`config.mk`:
```
export PLATFORM = sky130hd
export DESIGN_NAME = hll_front
export DESIGN_NICKNAME = d
export VERILOG_FILES = /design/src/rtl/hll_pkg.sv /design/src/rtl/hll_front.sv
export SDC_FILE = /design/constraint.sdc
export NUM_CORES = 1
export LEC_CHECK = 0
export BUFFER_PORTS_ARGS = -buffer_cell sky130_fd_sc_hd__buf_4
export CORE_MARGIN = 2
export CORE_UTILIZATION = 28
export CTS_CLUSTER_DIAMETER = 50
export DETAILED_ROUTE_END_ITERATION = 10
export GPL_TIMING_DRIVEN = 0
export HOLD_SLACK_MARGIN = 0.12
export PLACE_DENSITY_LB_ADDON = 0.05
export SYNTH_ARGS = -nofsm -noshare
export SYNTH_HDL_FRONTEND = slang
export SYNTH_SLANG_ARGS = --single-unit
```
`constraint.sdc`:
```
create_clock -name clk -period 1.8 [get_ports clk]
set_input_delay 0.18 -clock clk [delete_from_list [all_inputs] [get_ports clk]]
set_output_delay 0.18 -clock clk [all_outputs]
set_load 0.01 [all_outputs]
```
`src/rtl/hll_pkg.sv`:
```
// ----------------------------------------------------------------------------
// hll_pkg
// Shared constants, types and helper functions of the rank-register sketch.
// ----------------------------------------------------------------------------
package hll_pkg;

    localparam int MAX_INDEX_BITS  = 12;
    localparam int DENSE_LEVELS    = 4;
    localparam int OVERFLOW_LEVELS = 3;
    localparam int SUM_FRAC_BITS   = 7;

    localparam int HASH_W     = 64;
    localparam int CFG_W      = 4;
    localparam int RANK_CAP   = DENSE_LEVELS + OVERFLOW_LEVELS;
    localparam int RANK_W     = $clog2(RANK_CAP + 1);
    // only the top bits can decide a capped rank
    localparam int PROBE_BITS = RANK_CAP - 1;
    localparam int IDX_W      = MAX_INDEX_BITS;
    localparam int BUCKETS    = 1 << MAX_INDEX_BITS;
    localparam int SUM_W      = 19;
    localparam int EMPTY_W    = 13;
    localparam int CONTRIB_W  = SUM_FRAC_BITS;
    localparam int OUT_W      = 32;

    localparam logic [CFG_W-1:0] INDEX_BITS_RESET = CFG_W'(12);

    localparam int QUEUE_DEPTH = 2;
    localparam int QPTR_W      = (QUEUE_DEPTH > 1) ? $clog2(QUEUE_DEPTH) : 1;
    localparam int QCNT_W      = $clog2(QUEUE_DEPTH + 1);

    typedef enum logic
    {
        OP_ADD = 1'b0,
        OP_SUM = 1'b1
    } op_t;

    typedef struct packed
    {
        op_t               op;
        logic [IDX_W-1:0]  idx;
        logic [RANK_W-1:0] rank;
    } item_t;

    typedef enum logic [2:0]
    {
        ST_CLEAR,
        ST_IDLE,
        ST_ADD_RD,
        ST_ADD_WR,
        ST_SUM_RD,
        ST_SUM_LAST,
        ST_SUM_OUT
    } back_state_t;

    typedef struct packed
    {
        logic clearing;
        logic summing;
    } back_stat_t;

    // leading-zero count of the top bits plus one, saturated at the cap
    function automatic logic [RANK_W-1:0] rank_of(input logic [PROBE_BITS-1:0] top);
        logic [RANK_W-1:0] r;
        r = RANK_W'(RANK_CAP);
        for (int i = PROBE_BITS - 1; i >= 0; i--)
        begin
            if (top[PROBE_BITS-1-i])
            begin
                r = RANK_W'(i + 1);
            end
        end
        return r;
    endfunction

    // 2^-rank in units of 2^-SUM_FRAC_BITS, empty bucket counts as rank 1
    function automatic logic [CONTRIB_W-1:0] contrib(input logic [RANK_W-1:0] rank);
        logic [RANK_W-1:0]    r;
        logic [CONTRIB_W-1:0] c;
        r = (rank == '0) ? RANK_W'(1) : rank;
        c = '0;
        if (int'(r) <= SUM_FRAC_BITS)
        begin
            c = CONTRIB_W'(1) << (SUM_FRAC_BITS - int'(r));
        end
        return c;
    endfunction

endpackage

```
`src/rtl/hll_front.sv`:
```
// ----------------------------------------------------------------------------
// hll_front
// Input stage: takes stream transactions and turns them into queue items.
// ----------------------------------------------------------------------------
module hll_front
(
    input  logic                         clk,
    input  logic                         rst_n,
    input  logic                         s_tvalid,
    output logic                         s_tready,
    input  logic [hll_pkg::HASH_W-1:0]   s_tdata,
    input  logic [0:0]                   s_tuser,
    input  logic [hll_pkg::IDX_W-1:0]    idx_mask,
    input  logic                         clearing,
    output logic                         q_valid,
    input  logic                         q_ready,
    output hll_pkg::item_t               q_item
);

    logic           fr_valid_reg;
    logic           fr_valid_next;
    hll_pkg::item_t fr_item_reg;
    hll_pkg::item_t fr_item_new;
    logic           take;

    assign s_tready = !clearing && (!fr_valid_reg || q_ready);
    assign take     = s_tvalid && s_tready;
    assign q_valid  = fr_valid_reg;
    assign q_item   = fr_item_reg;

    always_comb
    begin
        fr_item_new.op   = hll_pkg::op_t'(s_tuser[0]);
        fr_item_new.idx  = s_tdata[hll_pkg::IDX_W-1:0] & idx_mask;
        fr_item_new.rank = hll_pkg::rank_of(
            s_tdata[hll_pkg::HASH_W-1 -: hll_pkg::PROBE_BITS]);
        fr_valid_next    = take || (fr_valid_reg && !q_ready);
    end

    always_ff @(posedge clk or negedge rst_n)
    begin
        if (!rst_n)
        begin
            fr_valid_reg <= 1'b0;
        end
        else
        begin
            fr_valid_reg <= fr_valid_next;
        end
    end

    always_ff @(posedge clk)
    begin
        if (take)
        begin
            fr_item_reg <= fr_item_new;
        end
    end

endmodule

```
### Yosys cells after proc, flatten, opt, wreduce, memory -nomap -nowiden

Index checks and enable logic that the tools add are counted.

* word-level logic and storage cells: 20
* output and inout port bits: 18
* bits of input ports: 82
* register bits after elaboration: 17

* reductions and logical operators: 9
* muxes and demuxes: 5
* bitwise operators: 1

Operators with widths (count)
* $and A12 B12 Y12: 1
* $mux W2: 4
* $logic_and A1 B1 Y1: 3
* $logic_not A1 Y1: 3
* $reduce_or A3 Y1: 1
* $logic_or A1 B1 Y1: 2
* $mux W1: 1

### Depth between registers and ports, before layout

Gate-level depths: netlist (run 1).

* depth in word-level cells: 5
* depth in mapped cells: 2
* mapped depth without buffers: 2

### Worst setup path after synthesis (run 1)

Ideal clock, no wire load.

* path type: register -> register
* start point: reg fr_valid_reg (netlist: q_valid)
* end point: reg fr_item_reg, in the netlist q_item[0] (enable)
* arrival time: 1262 ps
* cell stages (with the launch flop): 3
* library setup time: 388 ps
* path slack: 149 ps
* cells stage by stage: dfrtp_1 -> nor2b_1 -> nor2_1

* longest elaborated chain between the ends: 4

Ends and longest elaborated chain
* start, declared: line hll_front.sv:20 `logic fr_valid_reg;`
* start signal, assigned: line hll_front.sv:48 `fr_valid_reg <= fr_valid_next;`
* $logic_not A1 Y1: line hll_front.sv:26 `assign s_tready = !clearing && (!fr_valid_reg || q_ready);`
* $logic_or A1 B1 Y1: line hll_front.sv:26
* $logic_and A1 B1 Y1: line hll_front.sv:26
* $logic_and A1 B1 Y1: line hll_front.sv:27 `assign take = s_tvalid && s_tready;`
* named net take: line hll_front.sv:24 `logic take;`
* end signal, assigned: line hll_front.sv:56 `fr_item_reg <= fr_item_new;`
* end, declared: line hll_front.sv:22 `hll_pkg::item_t fr_item_reg;`

The timed path passes the listed nets, and every way through them passes these cells.
A chain may end at the register's enable or synchronous reset.

### Worst setup path after layout (run 1)

* start point: reg fr_valid_reg (netlist: q_valid)
* end point: reg fr_item_reg, in the netlist q_item[10] (enable)

The elaborated chain is that of the path after synthesis.

==> summary.md, run 1 <==
| Metric | Value |
|---|---|
| Clock latency on the worst-skew pair | `between 200 and 300 ps` |
| Die Y | `52.2 um` |
| IO Pins | `100` |
| Hold path depth | `3` |
| Slack of the critical path | `between 200 and 300 ps` |
| GR Overflow Total | `0` |
| CP Class | `reg2reg` |
| Syn Std Cell Area | `651 sq um` |
| Gp weighted congestion | `~0.63` |
| Relative slew slack | `between 50% and 60%` |
| Yosys reg bits | `17` |
| Mean Syn Cell Area | `15.5 sq um` |
| Setup TNS | `0 ps` |
| Synth top area cells | `edfxtp_1 74%, and2_1 12%, dfrtp_1 3.8%` |
| Post-DP Area | `about 1100 sq um` |
| Cell taking the most area after synthesis | `edfxtp_1` |
| VDD IR-drop max | `roughly 410 uV` |
| Input/output buffers | `53` |
| WP data required | `between 1500 and 2000 ps` |
| Number of buffers created by CTS | `3` |
| Wirelength per Cell | `between 9 and 10 um` |
| Worst Path Arrival | `1420 ps` |
| FF-to-FF Start | `q_valid` |
| Area grow syn2layout | `74.0%` |
| Clock-pin slew on the worst setup and hold paths | `around 80 ps` |
| DIE AREA | `about 2700 sq um` |
| Power per cell area | `~680 nW/um^2` |
| Worst Hold Class | `in2reg` |
| Crit path time final | `approximately 1500 ps` |
| Share of layout cells above drive strength 1 | `between 50% and 60%` |
| Initial Util | `29.4%` |
| First-pass GRT wire length | `~1800 um` |
| Pleak | `0.508 nW` |
| Hold Path Sink | `q_valid` |
| Critical-path cell list | `nor2b_1, nor2_2` |
| Root Buffer | `clkbuf_4` |
| Final Max Slew Viols | `0` |
| Post-synthesis sequential area ratio | `a little under 80%` |
| Commonest non-fill, non-tap cell in the layout | `buf_4` |
| CP Buf/Inv Count | `0` |
| Netlist cell types | `11` |
| Final Hold Slack | `152 ps` |
| DR iter-0 viols | `4` |
| Via count | `521` |
| Status | `finished clean` |
| Cells after synthesis | `42` |
| RSZ-0062 raised after global routing | `no` |
| Setup violators final | `0` |
| Max Clock Skew | `~3.8 ps` |
| Final Power | `0.772 mW` |
| Rows | `17` |
| Slew @ Worst Pin | `around 740 ps` |
| Post-synth top area share | `roughly three quarters` |
| Max Fclk | `between 0.6 and 0.7 GHz` |
| WP depth | `2` |
| Final cell count without fillers | `between 100 and 150` |
| Max_cap viols | `0` |
| Reg-to-reg endpoint | `q_item[10]` |
| Largest stage delay, worst path | `around 600 ps` |
| Dpl cells | `around 120` |
| R2R cell count | `2` |
| Hold path startpoint | `s_tvalid` |
| Gr usage total | `9.13%` |
| Register-to-register setup slack | `approximately 290 ps` |
| DRT Wirelength | `roughly 1200 um` |
| DP HPWL | `974 um` |
| Number of H-tree levels | `1` |
| CP Max Fanout | `16` |
| Clock Sinks | `17` |
| Cell family with most CP delay | `simple AND/OR/NAND/NOR gates` |
| N_diodes | `0` |
| Core ar. | `about 2200 sq um` |
| # DRC | `0` |
| Design area | `approximately 1100 sq um` |
| CTS tree | `yes` |
| Post-Route Utilization | `51.2%` |
| Synth Warn # | `0` |
| Via/cell ratio | `between 4 and 5` |
| CP Capture Type | `flip-flop` |
| Die Width | `about 52 um` |
| Largest net degree at the start of global routing | `17` |
| Pre-CTS WS | `-91.4 ps` |
| Antenna violations before repair | `0` |
| Syn nets | `124` |
| Fin nets | `around 180` |
| Number of routed nets with antenna violations | `0` |
| Slowest cell on crit path | `nor2_2` |
| Post-route clock period utilization | `83.9%` |
| Vias in the first global route | `approximately 440` |
| Final hold viol count | `0` |
| DRT Pass-1 Iters | `2` |
| Longest Clk Path Bufs | `2` |
| CP Launch Type | `flip-flop` |
| Most frequent cells in the layout | `53 x buf_4, 16 x edfxtp_1, 12 x and2_1` |
==> sequential cells by signal, summed over array words and instances (netlist names) <==
name     flops
q_item      16
q_valid      1
==> worst max-delay path by stage <==
stage             from    endpoint  slack, ps
6_report       q_valid  q_item[10]        290
5_1_grt        q_valid   q_item[5]        150
3_5_place_dp   q_valid  q_item[11]        -90
2_1_floorplan  q_valid   q_item[0]        150
3_3_place_gp   q_valid  q_item[11]        -70
4_1_cts        q_valid  q_item[10]        250
==> tightest hold or removal path: cells and delay by family <==
kind	cells	cell delay [ps]
simple gates	2	140
buf+inv	1	80
==> routing by layer <==
metal / up-vias / track usage, % / share of wire (%)
met2: 34 / 16.2 / 53
met3: 0 / 2.86 / 14
met5: - / 0 / 0
met4: 0 / 5.13 / 0
li1: 264 / - / -
met1: 223 / 9.39 / 33
==> what timing repair did <==
| action | 4_1_cts | 5_1_grt |
|---|---|---|
| endpoints found under the hold margin | 2 | 0 |
| setup buffers | 0 | 0 |
| hold buffers | 2 | 0 |
| endpoints found under the setup margin | 16 | 0 |
| gates resized for setup | 1 | 0 |
==> synthesized netlist by cell type (all sizes together) <==
library cell and number:
and2 12, or2 1, a21oi 1, nor2 4, edfxtp 16, nor2b 1, nor3 1, a221o 1
nand2b 3, inv 1, dfrtp 1
==> layout make-up <==
type | instances | area [sq um]
fillers | 215 | 1080
flip-flops and latches | 17 | 505
repair buffers | 55 | 418
multi-input cells | 24 | 144
well taps | 28 | 35.0
clock buffers | 4 | 26.3
inverters | 1 | 3.75
==> where the power goes <==
part / switching, mW / total, mW / internal [mW]
sequential: 0.00453 / 0.458 / 0.454
combinational: 0.0415 / 0.126 / 0.0845
clock: 0.102 / 0.188 / 0.0858
total: 0.148 / 0.772 / 0.624
==> kinds of logic (layout without fill, tap and decap cells) <==
group | after synthesis | in the layout | share of synthesized area (%)
AOI/OAI and AO/OA | 2 | 2 | 2.31
buffers and inverters | 1 | 60 | 0.576
and+or+nand+nor | 22 | 22 | 19.4
DFF | 17 | 17 | 77.7
(Power assumes the default switching activity.)
==> run 2: changes to the inputs <==
Settings changed: ABC_AREA set to 1, CORE_UTILIZATION 28 to 26.
Clock period 1.8 ns to 1.3 ns, I/O delays scaled along.
==> run 2 against run 1 <==
Net effect: highest routed layer is now met4; first-iteration DRC count grew 50%; largest power group unchanged; clock skew down 3.0 ps; setup slack got worse by 290 ps; worst hold slack gained 2.0 ps; design area up 31%; critical path type is now in2reg.
==> summary.md, run 2 <==
| Metric | Value |
|---|---|
| Status | `finished clean` |
| Wirelength per Cell | `a little under 10 um` |
| Max Clock Skew | `0.761 ps` |
| Max_cap viols | `0` |
| Relative slew slack | `between 80% and 90%` |
| Post-synth top flop | `edfxtp_1` |
| Input/output buffers | `53` |
| Antenna violations before repair | `0` |
| CTS resizes | `0` |
| Commonest cells in the synthesized netlist | `19 x inv_1, 18 x nand2_1, 16 x edfxtp_1` |
| Netlist cell types | `8` |
| Post-synth EDFFs | `16` |
| Gr usage total | `about an eighth` |
| Share of layout cells above drive strength 1 | `between 40% and 50%` |
| Crit path time final | `between 1000 and 1500 ps` |
| Fin nets | `~230` |
| Via/cell ratio | `4.06` |
| Rows | `18` |
| R2R cell count | `4` |
| First-pass GRT wire length | `~2600 um` |
| Cells after synthesis | `60` |
| Number of H-tree levels | `1` |
| Slew @ Worst Pin | `about 210 ps` |
| Longest Clk Path Bufs | `2` |
| CP Max Fanout | `2` |
| Core ar. | `roughly 2500 sq um` |
| DRT Wirelength | `roughly 1800 um` |
| Number of buffers created by CTS | `3` |
| Pleak | `about 0.76 nW` |
| WP data required | `between 1500 and 2000 ps` |
| Most frequent cells in the layout | `54 x buf_4, 31 x dlygate4sd3_1, 18 x nand2_1, 18 x inv_1, 16 x edfxtp_1` |
| N_diodes | `0` |
| GR Overflow Total | `0` |
| Final Max Slew Viols | `0` |
| Via count | `around 730` |
| Register-to-register setup slack | `roughly 80 ps` |
| FF-to-FF Start | `q_valid` |
| Post-route clock period utilization | `between 90% and 100%` |
| Number of routed nets with antenna violations | `0` |
| Synth top area cells | `edfxtp_1 71%, inv_1 11%, nand2_1 10%` |
| Cell taking the most area after synthesis | `edfxtp_1` |
| Syn Std Cell Area | `674 sq um` |
| Gp weighted congestion | `roughly 0.61` |
| Commonest non-fill, non-tap cell in the layout | `buf_4` |
| Largest net degree at the start of global routing | `16` |
| Root Buffer | `clkbuf_4` |
| Clock Sinks | `17` |
| Largest register FFs | `16` |
| Mean Syn Cell Area | `about 11 sq um` |
| Reg-to-reg endpoint | `q_item[8]` |
| DIE AREA | `3020 sq um` |
| Post-DP Area | `about 1100 sq um` |
| Initial Util | `a little over a quarter` |
| Post-synth ARST share | `under 10%` |
| CP Capture Type | `flip-flop` |
| IO Pins | `100` |
| DR iter-0 viols | `6` |
| Die Width | `54.9 um` |
| CP Class | `in2reg` |
| # DRC | `0` |
| Max Fclk | `0.771 GHz` |
| Final Power | `roughly 1.2 mW` |
| Synth Warn # | `0` |
| CTS tree | `yes` |
| Post-Route Utilization | `around three fifths` |
| Clock latency on the worst-skew pair | `approximately 280 ps` |
| Power per cell area | `approximately 800 nW/um^2` |
| Vias in the first global route | `between 600 and 700` |
| VDD IR-drop max | `469 uV` |
| Most frequent cell after synthesis | `inv_1` |
| Post-synthesis sequential area ratio | `approximately 75%` |
| Worst Path Arrival | `1520 ps` |
| Setup violators final | `0` |
| Clock-pin slew on the worst setup and hold paths | `around 100 ps` |
| Worst Hold Class | `in2async` |
| Post-synth top area share | `71.2%` |
| Design area | `1490 sq um` |
| CP Launch Type | `input port` |
| DP HPWL | `1140 um` |
| DRT Pass-1 Iters | `2` |
| Die Y | `approximately 55 um` |
| Fillers | `approximately 220` |
| Syn nets | `142` |
| Area grow syn2layout | `121%` |
| Yosys reg bits | `17` |
| RSZ-0062 raised after global routing | `no` |
| Final hold viol count | `0` |
## run 2: cell types whose count changed in the layout (fill, tap and decap cells not counted), moves of 2 or more
| cell | change |
|---|---|
| nor2_1 | -2 |
| dlygate4sd3_1 | +29 |
| inv_1 | +17 |
| and2_1 | -12 |
| nand2b_1 | -3 |
| nand2_1 | +18 |
## run 2: layout make-up
cell class	instances	area, sq um	share of cell area (%)
clock buffers	4	26.3	1.77
well taps	30	37.5	2.52
inverters	19	71.3	4.79
multi-input cells	24	111	7.49
flip-flops and latches	17	505	34.0
repair buffers	86	736	49.5
## run 2: cell families after synthesis
| family | after synthesis | share of synthesized area [%] |
|---|---|---|
| buffers and inverters | 19 | 10.6 |
| AOI/OAI and AO/OA | 2 | 1.86 |
| and+or+nand+nor | 22 | 12.6 |
| DFF | 17 | 75.0 |
## run 2: timing repair
item,4_1_cts,5_1_grt
buffers inserted,2,0
endpoints found under the hold margin,17,0
hold buffers,31,0
endpoints found under the setup margin,16,0
## run 2: report_power, final
part | total (mW) | leakage, nW | internal, mW | switching, mW
logic | 0.274 | 0.581 | 0.183 | 0.0907
registers | 0.637 | 0.163 | 0.629 | 0.00780
clock network | 0.276 | 0.0150 | 0.119 | 0.157
## run 2: layer usage
metal,vias up,global-route usage [%],wire length (um)
met3,2,3.23,114
met1,333,12.2,601
met5,-,0,0
met4,0,4.88,19
met2,31,23.2,1040
li1,365,-,-
## run 2: through the flow
stage / hold WS (ps) / std cells / setup TNS, ps / setup WS [ps]
after floorplan: -166 / 60 / -467 / -29.2
after global placement: -94.6 / 143 / -3030 / -190
after detailed placement: -93.0 / 143 / -2860 / -179
after CTS: 131 / 180 / 0 / 33.8
after global routing: 140 / 180 / 0 / 12.3
final: 154 / 180 / 0 / 3.76
## run 2: how the worst max path moves through the flow
| stage | end | start | slack (ps) | cells past startpoint |
|---|---|---|---|---|
| after floorplan | q_item[0] | q_valid | -30 | 3 |
| after global placement | q_item[12] | q_valid | -190 | 3 |
| after detailed placement | q_item[5] | q_valid | -180 | 3 |
| after CTS | q_valid | q_ready | 30 | 4 |
| after global routing | q_valid | q_ready | 10 | 4 |
| final | q_valid | q_ready | 4 | 4 |
## run 2: critical path, cell delays in order
cell           delay [ps]
buf_4                 110
dlygate4sd3_1         540
o22ai_1               170
dlygate4sd3_1         570
