<file path="config.mk">
export PLATFORM = sky130hd
export DESIGN_NAME = hll_queue
export DESIGN_NICKNAME = d
export VERILOG_FILES = /design/src/rtl/hll_pkg.sv /design/src/rtl/hll_queue.sv
export SDC_FILE = /design/constraint.sdc
export NUM_CORES = 1
export LEC_CHECK = 0
export ABC_CLOCK_PERIOD_IN_PS = 1900
export BUFFER_PORTS_ARGS = -buffer_cell sky130_fd_sc_hd__buf_2
export CELL_PAD_IN_SITES_DETAIL_PLACEMENT = 0
export CELL_PAD_IN_SITES_GLOBAL_PLACEMENT = 1
export CORE_MARGIN = 2
export CORE_UTILIZATION = 40
export CTS_BUF_LIST = sky130_fd_sc_hd__clkbuf_2 sky130_fd_sc_hd__clkbuf_4 sky130_fd_sc_hd__clkbuf_8
export CTS_CLUSTER_DIAMETER = 150
export CTS_CLUSTER_SIZE = 14
export DETAILED_ROUTE_END_ITERATION = 8
export PLACE_DENSITY = 0.84
export REMOVE_ABC_BUFFERS = 1
export SYNTH_ARGS = -nofsm -noshare
export SYNTH_HDL_FRONTEND = slang
export SYNTH_SLANG_ARGS = --single-unit
</file>
<file path="constraint.sdc">
create_clock -name clk -period 1.9 [get_ports clk]
set_clock_uncertainty 0.15 [all_clocks]
set_input_delay 0.38 -clock clk [delete_from_list [all_inputs] [get_ports clk]]
set_output_delay 0.38 -clock clk [all_outputs]
set_load 0.02 [all_outputs]
</file>
<file path="src/rtl/hll_pkg.sv">
// ----------------------------------------------------------------------------
// hll_pkg
// Shared constants, types and helper functions of the rank-register sketch.
// ----------------------------------------------------------------------------
package hll_pkg;

    localparam int MAX_INDEX_BITS  = 12;
    localparam int DENSE_LEVELS    = 4;
    localparam int OVERFLOW_LEVELS = 3;
    localparam int SUM_FRAC_BITS   = 7;

    localparam int HASH_W     = 64;
    localparam int CFG_W      = 4;
    localparam int RANK_CAP   = DENSE_LEVELS + OVERFLOW_LEVELS;
    localparam int RANK_W     = $clog2(RANK_CAP + 1);
    // only the top bits can decide a capped rank
    localparam int PROBE_BITS = RANK_CAP - 1;
    localparam int IDX_W      = MAX_INDEX_BITS;
    localparam int BUCKETS    = 1 << MAX_INDEX_BITS;
    localparam int SUM_W      = 19;
    localparam int EMPTY_W    = 13;
    localparam int CONTRIB_W  = SUM_FRAC_BITS;
    localparam int OUT_W      = 32;

    localparam logic [CFG_W-1:0] INDEX_BITS_RESET = CFG_W'(12);

    localparam int QUEUE_DEPTH = 2;
    localparam int QPTR_W      = (QUEUE_DEPTH > 1) ? $clog2(QUEUE_DEPTH) : 1;
    localparam int QCNT_W      = $clog2(QUEUE_DEPTH + 1);

    typedef enum logic
    {
        OP_ADD = 1'b0,
        OP_SUM = 1'b1
    } op_t;

    typedef struct packed
    {
        op_t               op;
        logic [IDX_W-1:0]  idx;
        logic [RANK_W-1:0] rank;
    } item_t;

    typedef enum logic [2:0]
    {
        ST_CLEAR,
        ST_IDLE,
        ST_ADD_RD,
        ST_ADD_WR,
        ST_SUM_RD,
        ST_SUM_LAST,
        ST_SUM_OUT
    } back_state_t;

    typedef struct packed
    {
        logic clearing;
        logic summing;
    } back_stat_t;

    // leading-zero count of the top bits plus one, saturated at the cap
    function automatic logic [RANK_W-1:0] rank_of(input logic [PROBE_BITS-1:0] top);
        logic [RANK_W-1:0] r;
        r = RANK_W'(RANK_CAP);
        for (int i = PROBE_BITS - 1; i >= 0; i--)
        begin
            if (top[PROBE_BITS-1-i])
            begin
                r = RANK_W'(i + 1);
            end
        end
        return r;
    endfunction

    // 2^-rank in units of 2^-SUM_FRAC_BITS, empty bucket counts as rank 1
    function automatic logic [CONTRIB_W-1:0] contrib(input logic [RANK_W-1:0] rank);
        logic [RANK_W-1:0]    r;
        logic [CONTRIB_W-1:0] c;
        r = (rank == '0) ? RANK_W'(1) : rank;
        c = '0;
        if (int'(r) <= SUM_FRAC_BITS)
        begin
            c = CONTRIB_W'(1) << (SUM_FRAC_BITS - int'(r));
        end
        return c;
    endfunction

endpackage

</file>
<file path="src/rtl/hll_queue.sv">
// ----------------------------------------------------------------------------
// hll_queue
// Short item queue between the input stage and the bucket sequencer.
// ----------------------------------------------------------------------------
module hll_queue
(
    input  logic           clk,
    input  logic           rst_n,
    input  logic           in_valid,
    output logic           in_ready,
    input  hll_pkg::item_t in_item,
    output logic           out_valid,
    input  logic           out_ready,
    output hll_pkg::item_t out_item
);

    hll_pkg::item_t              q_mem [hll_pkg::QUEUE_DEPTH];
    logic [hll_pkg::QPTR_W-1:0]  wr_ptr_reg;
    logic [hll_pkg::QPTR_W-1:0]  wr_ptr_next;
    logic [hll_pkg::QPTR_W-1:0]  rd_ptr_reg;
    logic [hll_pkg::QPTR_W-1:0]  rd_ptr_next;
    logic [hll_pkg::QCNT_W-1:0]  cnt_reg;
    logic [hll_pkg::QCNT_W-1:0]  cnt_next;
    logic                        push;
    logic                        pop;

    assign in_ready  = (cnt_reg != hll_pkg::QCNT_W'(hll_pkg::QUEUE_DEPTH));
    assign out_valid = (cnt_reg != '0);
    assign out_item  = q_mem[rd_ptr_reg];
    assign push      = in_valid && in_ready;
    assign pop       = out_valid && out_ready;

    always_comb
    begin
        wr_ptr_next = wr_ptr_reg;
        rd_ptr_next = rd_ptr_reg;
        cnt_next    = cnt_reg;
        if (push)
        begin
            wr_ptr_next = (wr_ptr_reg == hll_pkg::QPTR_W'(hll_pkg::QUEUE_DEPTH - 1)) ?
                          '0 : wr_ptr_reg + 1'b1;
        end
        if (pop)
        begin
            rd_ptr_next = (rd_ptr_reg == hll_pkg::QPTR_W'(hll_pkg::QUEUE_DEPTH - 1)) ?
                          '0 : rd_ptr_reg + 1'b1;
        end
        if (push && !pop)
        begin
            cnt_next = cnt_reg + 1'b1;
        end
        else if (pop && !push)
        begin
            cnt_next = cnt_reg - 1'b1;
        end
    end

    always_ff @(posedge clk or negedge rst_n)
    begin
        if (!rst_n)
        begin
            wr_ptr_reg <= '0;
            rd_ptr_reg <= '0;
            cnt_reg    <= '0;
        end
        else
        begin
            wr_ptr_reg <= wr_ptr_next;
            rd_ptr_reg <= rd_ptr_next;
            cnt_reg    <= cnt_next;
        end
    end

    always_ff @(posedge clk)
    begin
        if (push)
        begin
            q_mem[wr_ptr_reg] <= in_item;
        end
    end

endmodule

</file>
After elaboration in Yosys (flattened, before gate mapping)
Memory sizes are Yosys's and may differ from the RTL's. Index checks and enable logic that the tools add are counted.

RAM bits: 32. Input port bits: 20. Bits in registers: 4. Output and inout bits: 18. Memories kept: 1. Word-level logic and storage cells: 23.

Memories: q_mem (depth 2, width 16, rd ports 1, clocked after Yosys merged registers in 0, wr ports 1, RTL line hll_queue.sv:17) `hll_pkg::item_t q_mem [hll_pkg::QUEUE_DEPTH];`.

$add $sub $neg: 4. Multiplexer cells: 6. Reduce and logical (&&, ||, !) cells: 8. Equal/unequal tests: 1.

Operator list (number): $logic_and 1x1->1 (4); $mux 1 (4); $mux 2 (2); $reduce_bool 2->1 (2); $add 1x1->1 const B (2); $add 2x1->2 const B (1); $logic_not 1->1 (2); $ne 2x2->1 const B (1); $sub 2x1->2 const B (1).

Depth between registers and ports, before layout
Gate-level depths: netlist of the first run.

Depth after elaboration: 6. Gate-level depth with buffers: 7. Depth with buffers taken out: 7.

Worst setup path before layout of the first run
Ideal clock, no wire load.

Kind: register to register. Start point: register cnt_reg[0] in the netlist's numbering. End point: memory q_mem[0][0] in the netlist's numbering (enable). Buffers on the path: 0. Stages on the path, launching flop included: 4. Setup slack: -0.132 ns. Library setup time: 0.388 ns. Period minus slack after synthesis: 2.032 ns. Required time: 1.362 ns. Data arrival time: 1.493 ns. Cells stage by stage: dfrtp_1 > nand2b_1 > nand2_1 > nor2_1.

Cells in the longest elaborated chain, start to end: 4.

RTL lines: start, declared (RTL line hll_queue.sv:22) `logic [hll_pkg::QCNT_W-1:0] cnt_reg;`; start signal, assigned (RTL line hll_queue.sv:70) `cnt_reg <= cnt_next;`; $ne 2x2->1 (RTL line hll_queue.sv:27) `assign in_ready = (cnt_reg != hll_pkg::QCNT_W'(hll_pkg::QUEUE_DEPTH));`; via in_ready (RTL line hll_queue.sv:10) `output logic in_ready,`; $logic_and 1x1->1 (RTL line hll_queue.sv:30) `assign push = in_valid && in_ready;`; $mux 1 (RTL line hll_queue.sv:76) `if (push)`; $mux 1 (implied by the code) (RTL line hll_queue.sv:78) `q_mem[wr_ptr_reg] <= in_item;`; end, declared (RTL line hll_queue.sv:17).

The timed path passes the listed nets, and every way through them passes these cells.

==> results of run 1 <==
what timing repair did:
| action | CTS | global route |
|---|---|---|
| setup endpoints to repair | 14 | 16 |
| setup buffers | 2 | 0 |
| hold buffers | 1 | 0 |
| hold endpoints to repair | 4 | 0 |
| resized for setup | 35 | 3 |
power by group through the flow:
stage	registers (mW)	logic, mW	clock network [mW]
after CTS	1.17	1.34	0.549
final	1.18	1.35	0.529
after global placement	1.18	1.04	0
after floorplan	1.22	0.683	0
after detailed placement	1.19	1.06	0
after global routing	1.19	1.43	0.593
cells in the final DEF, fill, tap and decap left out, types with 2 or more instances in the layout:
cell,synthesis,final
buf_6,1,17
mux2_4,9,15
edfxtp_1,32,32
buf_2,0,22
buf_4,0,6
nor2_1,2,2
xnor2_1,3,3
clkbuf_4,0,6
xor2_1,2,2
dfrtp_1,4,4
stage by stage:
step                      hold slack (ns)  setup TNS [ns]  instance area (um^2)  total power, mW
after floorplan                   -0.0656           -2.11                  1370             1.91
after global placement             0.0396               0                  1660             2.22
after detailed placement           0.0440               0                  1660             2.25
after CTS                          0.0580          -0.660                  1880             3.06
after global routing               0.0353           -1.38                  1890             3.22
final                              0.0744          -0.194                  1890             3.06
area by class of cell:
| type | instances | area share [%] |
|---|---|---|
| Sequential cell | 36 | 56.2 |
| Timing Repair Buffer | 46 | 18.9 |
| Multi-Input combinational cell | 29 | 17.4 |
| Tap cell | 46 | 3.05 |
| Clock buffer | 6 | 2.39 |
| Clock inverter | 2 | 1.86 |
| Inverter | 1 | 0.199 |
critical path, delay by kind of cell (launching register included):
family,cells,cell delay [ns]
buffers and inverters,2,0.32
flip-flops,1,0.43
multiplexers,1,0.32
per-layer routing:
metal | up-vias | share of wire [%] | track usage [%]
li1 | 357 | - | -
met1 | 348 | 41 | 13.4
met2 | 25 | 51 | 20.3
met3 | 2 | 6.6 | 6.43
met4 | 0 | 0.84 | 4.08
met5 | - | 0 | 0
final timing paths:
| kind | from | end | slack (ns) |
|---|---|---|---|
| setup reg to reg | cnt_reg[0]$_DFFE_PN0P_ | cnt_reg[1]$_DFFE_PN0P_ | 0.23 |
| max in group asynchronous | rst_n | rd_ptr_reg$_DFFE_PN0P_ | 1.26 |
| hold reg to reg | wr_ptr_reg$_DFFE_PN0P_ | wr_ptr_reg$_DFFE_PN0P_ | 0.35 |
| hold / removal | in_item[7] | q_mem[0][7]$_DFFE_PP_ | 0.07 |
| setup / recovery | rd_ptr_reg$_DFFE_PN0P_ | out_item[0] | -0.03 |
| min in group asynchronous | rst_n | cnt_reg[0]$_DFFE_PN0P_ | 0.22 |
logic make-up (layout without fill, tap and decap cells):
kind of cell,Yosys count,in the layout,share of synthesized area (%)
and+or+nand+nor,7,7,2.59
xor gates and xnor gates,5,5,3.12
DFF,36,36,75.6
muxes,16,16,15.3
adders and majority gates,1,1,0.892
buffers and inverters,3,55,2.50
==> impl_metrics.tcl, run 1 <==
set metrics [dict create \
    status "finished with violations" \
    violations "negative setup slack" \
    ant_nets 0 \
    largest_reg_flops 32 \
    synth.cell_area_mm2 0.00140 \
    grt_pass1_wl_um 3550 \
    die_h_um 63.2 \
    setup_ws_ns -0.0290 \
    min_period_ns 1.93 \
    h-tree-depth 2 \
    crit_slowest_cell "dfrtp_1" \
    cellLeakagePower_nw 0.789 \
    synth_top_flop_cell "edfxtp_1" \
    viasPerCell 4.41 \
    crit_type "reg2out" \
    rows 21 \
    dr.pass1.iters 4 \
    crit_fanout 8 \
    synth_edf_count 32 \
    ys_ff_latch 36 \
    yosysMostFrequentCell "edfxtp_1" \
    multi_input_area_um2 329 \
    p_clk_share_pct 17.3 \
    setup_violations 9 \
    grt_use_total_pct 12.2 \
    root_buffer "clkbuf_4" \
    ir_drop_uv 943 \
    cts_tree "built" \
    grt_antenna_before_repair 0 \
    yosysSeqAreaShare_pct 75.6 \
    max_clock_freq_mhz 518 \
    area_growth_syn_to_layout_pct 34.6 \
    cp-end-kind "primary output" \
    slew_headroom_pct 89.0 \
    finalHoldViolations 0 \
    cap_violations 0 \
    combPwrFrac_pct 44.2 \
    critPathArrivalTime_ns 1.40 \
    cts_buffer_depth 2 \
    max_stage_delay_ns 0.43 \
    insertedDiodeCount 0 \
    ys_warn_count 0 \
    grt_pass1_vias 781 \
    gp_congestion 0.635 \
    grt_overflow 0 \
    switching_share_pct 31.0 \
    synth_top_area_share_pct 68.5 \
    required_ns 1.37 \
    nFillCells 306 \
    clock_sinks 36 \
    tightest_slew_ns 0.165 \
    wl_per_cell_um 13.7 \
    rsz0062_at_grt "true" \
    die_w_um 63.2 \
    reg2regPathDepth 6 \
    p_per_area_mw_per_mm2 1620 \
    port_buffers 37 \
    yosysUniqueCellTypes 16 \
    dr_total_vias 732 \
    slew_violations 0 \
    crit_chain "buf_6 > mux2_4 > buf_6" \
    synth_commonest_cells "edfxtp_1, mux2_4, mux2_2" \
    syn_inst 68 \
    core_area_mm2 0.00336 \
    syn_area_per_cell_um2 20.6 \
    p_int_mw 2.11 \
    async_reset_ff_share_pct 11.1 \
    dp_cells 155 \
    power_frac_seq_pct 38.5 \
    ios 38 \
    clkTransAtPathRegs_ns 0.11 \
    dp_hpwl_um 1530 \
    die-area_mm2 0.00400 \
    crit_path_start_kind "flip-flop" \
    grt_max_degree 12 \
    crit_top_cell "buf_6" \
    initial_core_util_pct 41.7 \
    fin_util_pct 56.1 \
    final_nets 140 \
    yosys-top-cells-area "edfxtp_1, mux2_4, dfrtp_1" \
    seq_area_mm2 0.00106 \
    period_share_pct 102 \
    initialDrtViolationCount 14 \
    drive_gt1_share_pct 58.3 \
    place_ws_ns 0.224 \
    cts_buffers 5 \
    clkLatencyLatePin_ns 0.32 \
    holdPathStages 1 \
    switchingPower_uw 948 \
    synth_top_area_cell "edfxtp_1" \
    drc_errors 0 \
    hold_path_class "in2reg" \
    wirelength_um 2270 \
    stdcell_count 166 \
]
(Power assumes the default switching activity.)
==> run 2: changes to the inputs <==
Settings changed: PLACE_DENSITY 0.84 to not set, PLACE_DENSITY_LB_ADDON set to 0.08.
==> impl_metrics.tcl, run 2 (synthesis results as in run 1) <==
set metrics [dict create \
    status "completed" \
    stdcell_count 167 \
    combPwrFrac_pct 46.9 \
    crit_chain "buf_6 > mux2_4 > buf_6" \
    highest_layer "met4" \
    cp-end-kind "primary output" \
    reg2reg_to "cnt_reg[1]$_DFFE_PN0P_" \
    p_int_mw 2.05 \
    crit_type "reg2out" \
    grt_antenna_before_repair 0 \
    rows 21 \
    die-area_mm2 0.00400 \
    switchingPower_uw 932 \
    core_area_mm2 0.00336 \
    crit_slowest_cell "dfrtp_2" \
    r2r_slack_ns 0.29 \
    slew_headroom_pct 90.0 \
    crit_top_cell "buf_6" \
    wl_per_cell_um 12.6 \
    power_frac_seq_pct 39.6 \
    cts_tree "built" \
    root_buffer "clkbuf_4" \
    die_h_um 63.2 \
    final_cell_mix "edfxtp_1, buf_2, buf_6" \
    hold_path_class "in2reg" \
    dp_hpwl_um 1430 \
    min_period_ns 1.90 \
    required_ns 1.37 \
    h-tree-depth 2 \
    grt_pass1_vias 712 \
    dr.pass1.iters 4 \
    grt_max_degree 12 \
    grt_use_total_pct 12.0 \
    fin_util_pct 56.3 \
    slew_violations 0 \
    max_stage_delay_ns 0.46 \
    critPathArrivalTime_ns 1.37 \
    area_growth_syn_to_layout_pct 35.1 \
    drive_gt1_share_pct 59.5 \
    initialDrtViolationCount 20 \
    dr_wl_met2_um 1040 \
    wirelength_um 2110 \
    dr_wl_met3_um 130 \
    largest_reg_flops 32 \
    dp_cells 156 \
    cts_buffers 5 \
    p_per_area_mw_per_mm2 1580 \
    finalHoldViolations 0 \
    dr_total_vias 733 \
    gp_congestion 0.661 \
    tightest_slew_ns 0.149 \
    crit_end "out_item[6]" \
    final_common_cell "edfxtp_1" \
    clkTransAtPathRegs_ns 0.09 \
    final_nets 141 \
    clkLatencyLatePin_ns 0.32 \
    drc_errors 0 \
    ios 38 \
    reg2regPathDepth 6 \
    setup_violations 0 \
    reg2reg_from "cnt_reg[0]$_DFFE_PN0P_" \
    ir_drop_uv 718 \
    die_w_um 63.2 \
    clock_sinks 36 \
    rsz0062_at_grt "true" \
    max_clock_freq_mhz 526 \
    period_share_pct 100 \
    insertedDiodeCount 0 \
    critical_path.startpoint "rd_ptr_reg$_DFFE_PN0P_" \
    grt_overflow 0 \
    drt-met1-wl_um 914 \
    cts_buffer_depth 2 \
    cp.depth 3 \
    cap_violations 0 \
    grt_pass1_wl_um 3380 \
    ant_nets 0 \
    switching_share_pct 31.2 \
    crit_path_start_kind "flip-flop" \
    holdPathStages 1 \
    initial_core_util_pct 41.7 \
    crit_fanout 5 \
    port_buffers 37 \
    cellLeakagePower_nw 0.793 \
    p_clk_share_pct 13.6 \
    viasPerCell 4.39 \
    path_buf_inv 2 \
    crit_family "flip-flops" \
]
-- run 2: timing repair --
action / 4_1_cts / 5_1_grt
hold buffers: 1 / 0
gates resized for setup: 38 / 7
buffers inserted: 1 / 0
endpoints found under the setup margin: 13 / 16
hold endpoints to repair: 4 / 0
cloned: 1 / 0
-- run 2: worst min path at each step --
stage	endpoint	from	slack, ns
after floorplan	cnt_reg[0]$_DFFE_PN0P_	rst_n	-0.07
after global placement	cnt_reg[0]$_DFFE_PN0P_	rst_n	0.04
after detailed placement	cnt_reg[0]$_DFFE_PN0P_	rst_n	0.04
after CTS	q_mem[0][4]$_DFFE_PP_	in_item[4]	0.07
after global routing	q_mem[1][8]$_DFFE_PP_	in_item[8]	0.05
final	q_mem[0][4]$_DFFE_PP_	in_item[4]	0.09
-- run 2: layout make-up --
type | instances | area, um^2
flip-flops and latches | 36 | 1060
clock buffers | 8 | 60.1
well taps | 46 | 57.6
multi-input cells | 29 | 333
fillers | 288 | 1470
repair buffers | 47 | 378
inverters | 1 | 3.75
-- run 2: stage by stage --
| stage | setup WS (ns) | setup TNS, ns | instance area [um^2] | hold slack [ns] | total power, mW |
|---|---|---|---|---|---|
| finish | 0.000187 | 0 | 1890 | 0.0893 | 2.99 |
| global route | -0.0726 | -0.966 | 1890 | 0.0535 | 3.16 |
| CTS | -0.0184 | -0.162 | 1870 | 0.0687 | 2.97 |
| detailed placement | 0.283 | 0 | 1670 | 0.0429 | 2.27 |
| global placement | 0.277 | 0 | 1670 | 0.0400 | 2.26 |
| floorplan | -0.132 | -2.11 | 1370 | -0.0656 | 1.91 |
-- run 2: power groups by stage --
| stage | combinational [mW] | clock (mW) | sequential, mW |
|---|---|---|---|
| 2_1_floorplan | 0.683 | 0 | 1.22 |
| 3_3_place_gp | 1.09 | 0 | 1.17 |
| 3_5_place_dp | 1.09 | 0 | 1.18 |
| 4_1_cts | 1.37 | 0.426 | 1.18 |
| 5_1_grt | 1.49 | 0.464 | 1.21 |
| 6_report | 1.40 | 0.405 | 1.18 |
-- run 2: worst register-to-register path: stages (launching register included) --
cell and delay (ns):
dfrtp_1 0.42, nand2b_1 0.18, nand2_1 0.13, inv_1 0.06
ha_1 0.32, nor2_1 0.13, xor2_1 0.15
-- run 2: metal layers --
layer  track usage (%)  vias up
met4              5.71        0
met3              5.54        4
met2              17.8       26
met5                 0        -
met1              14.9      348
li1                  -      355
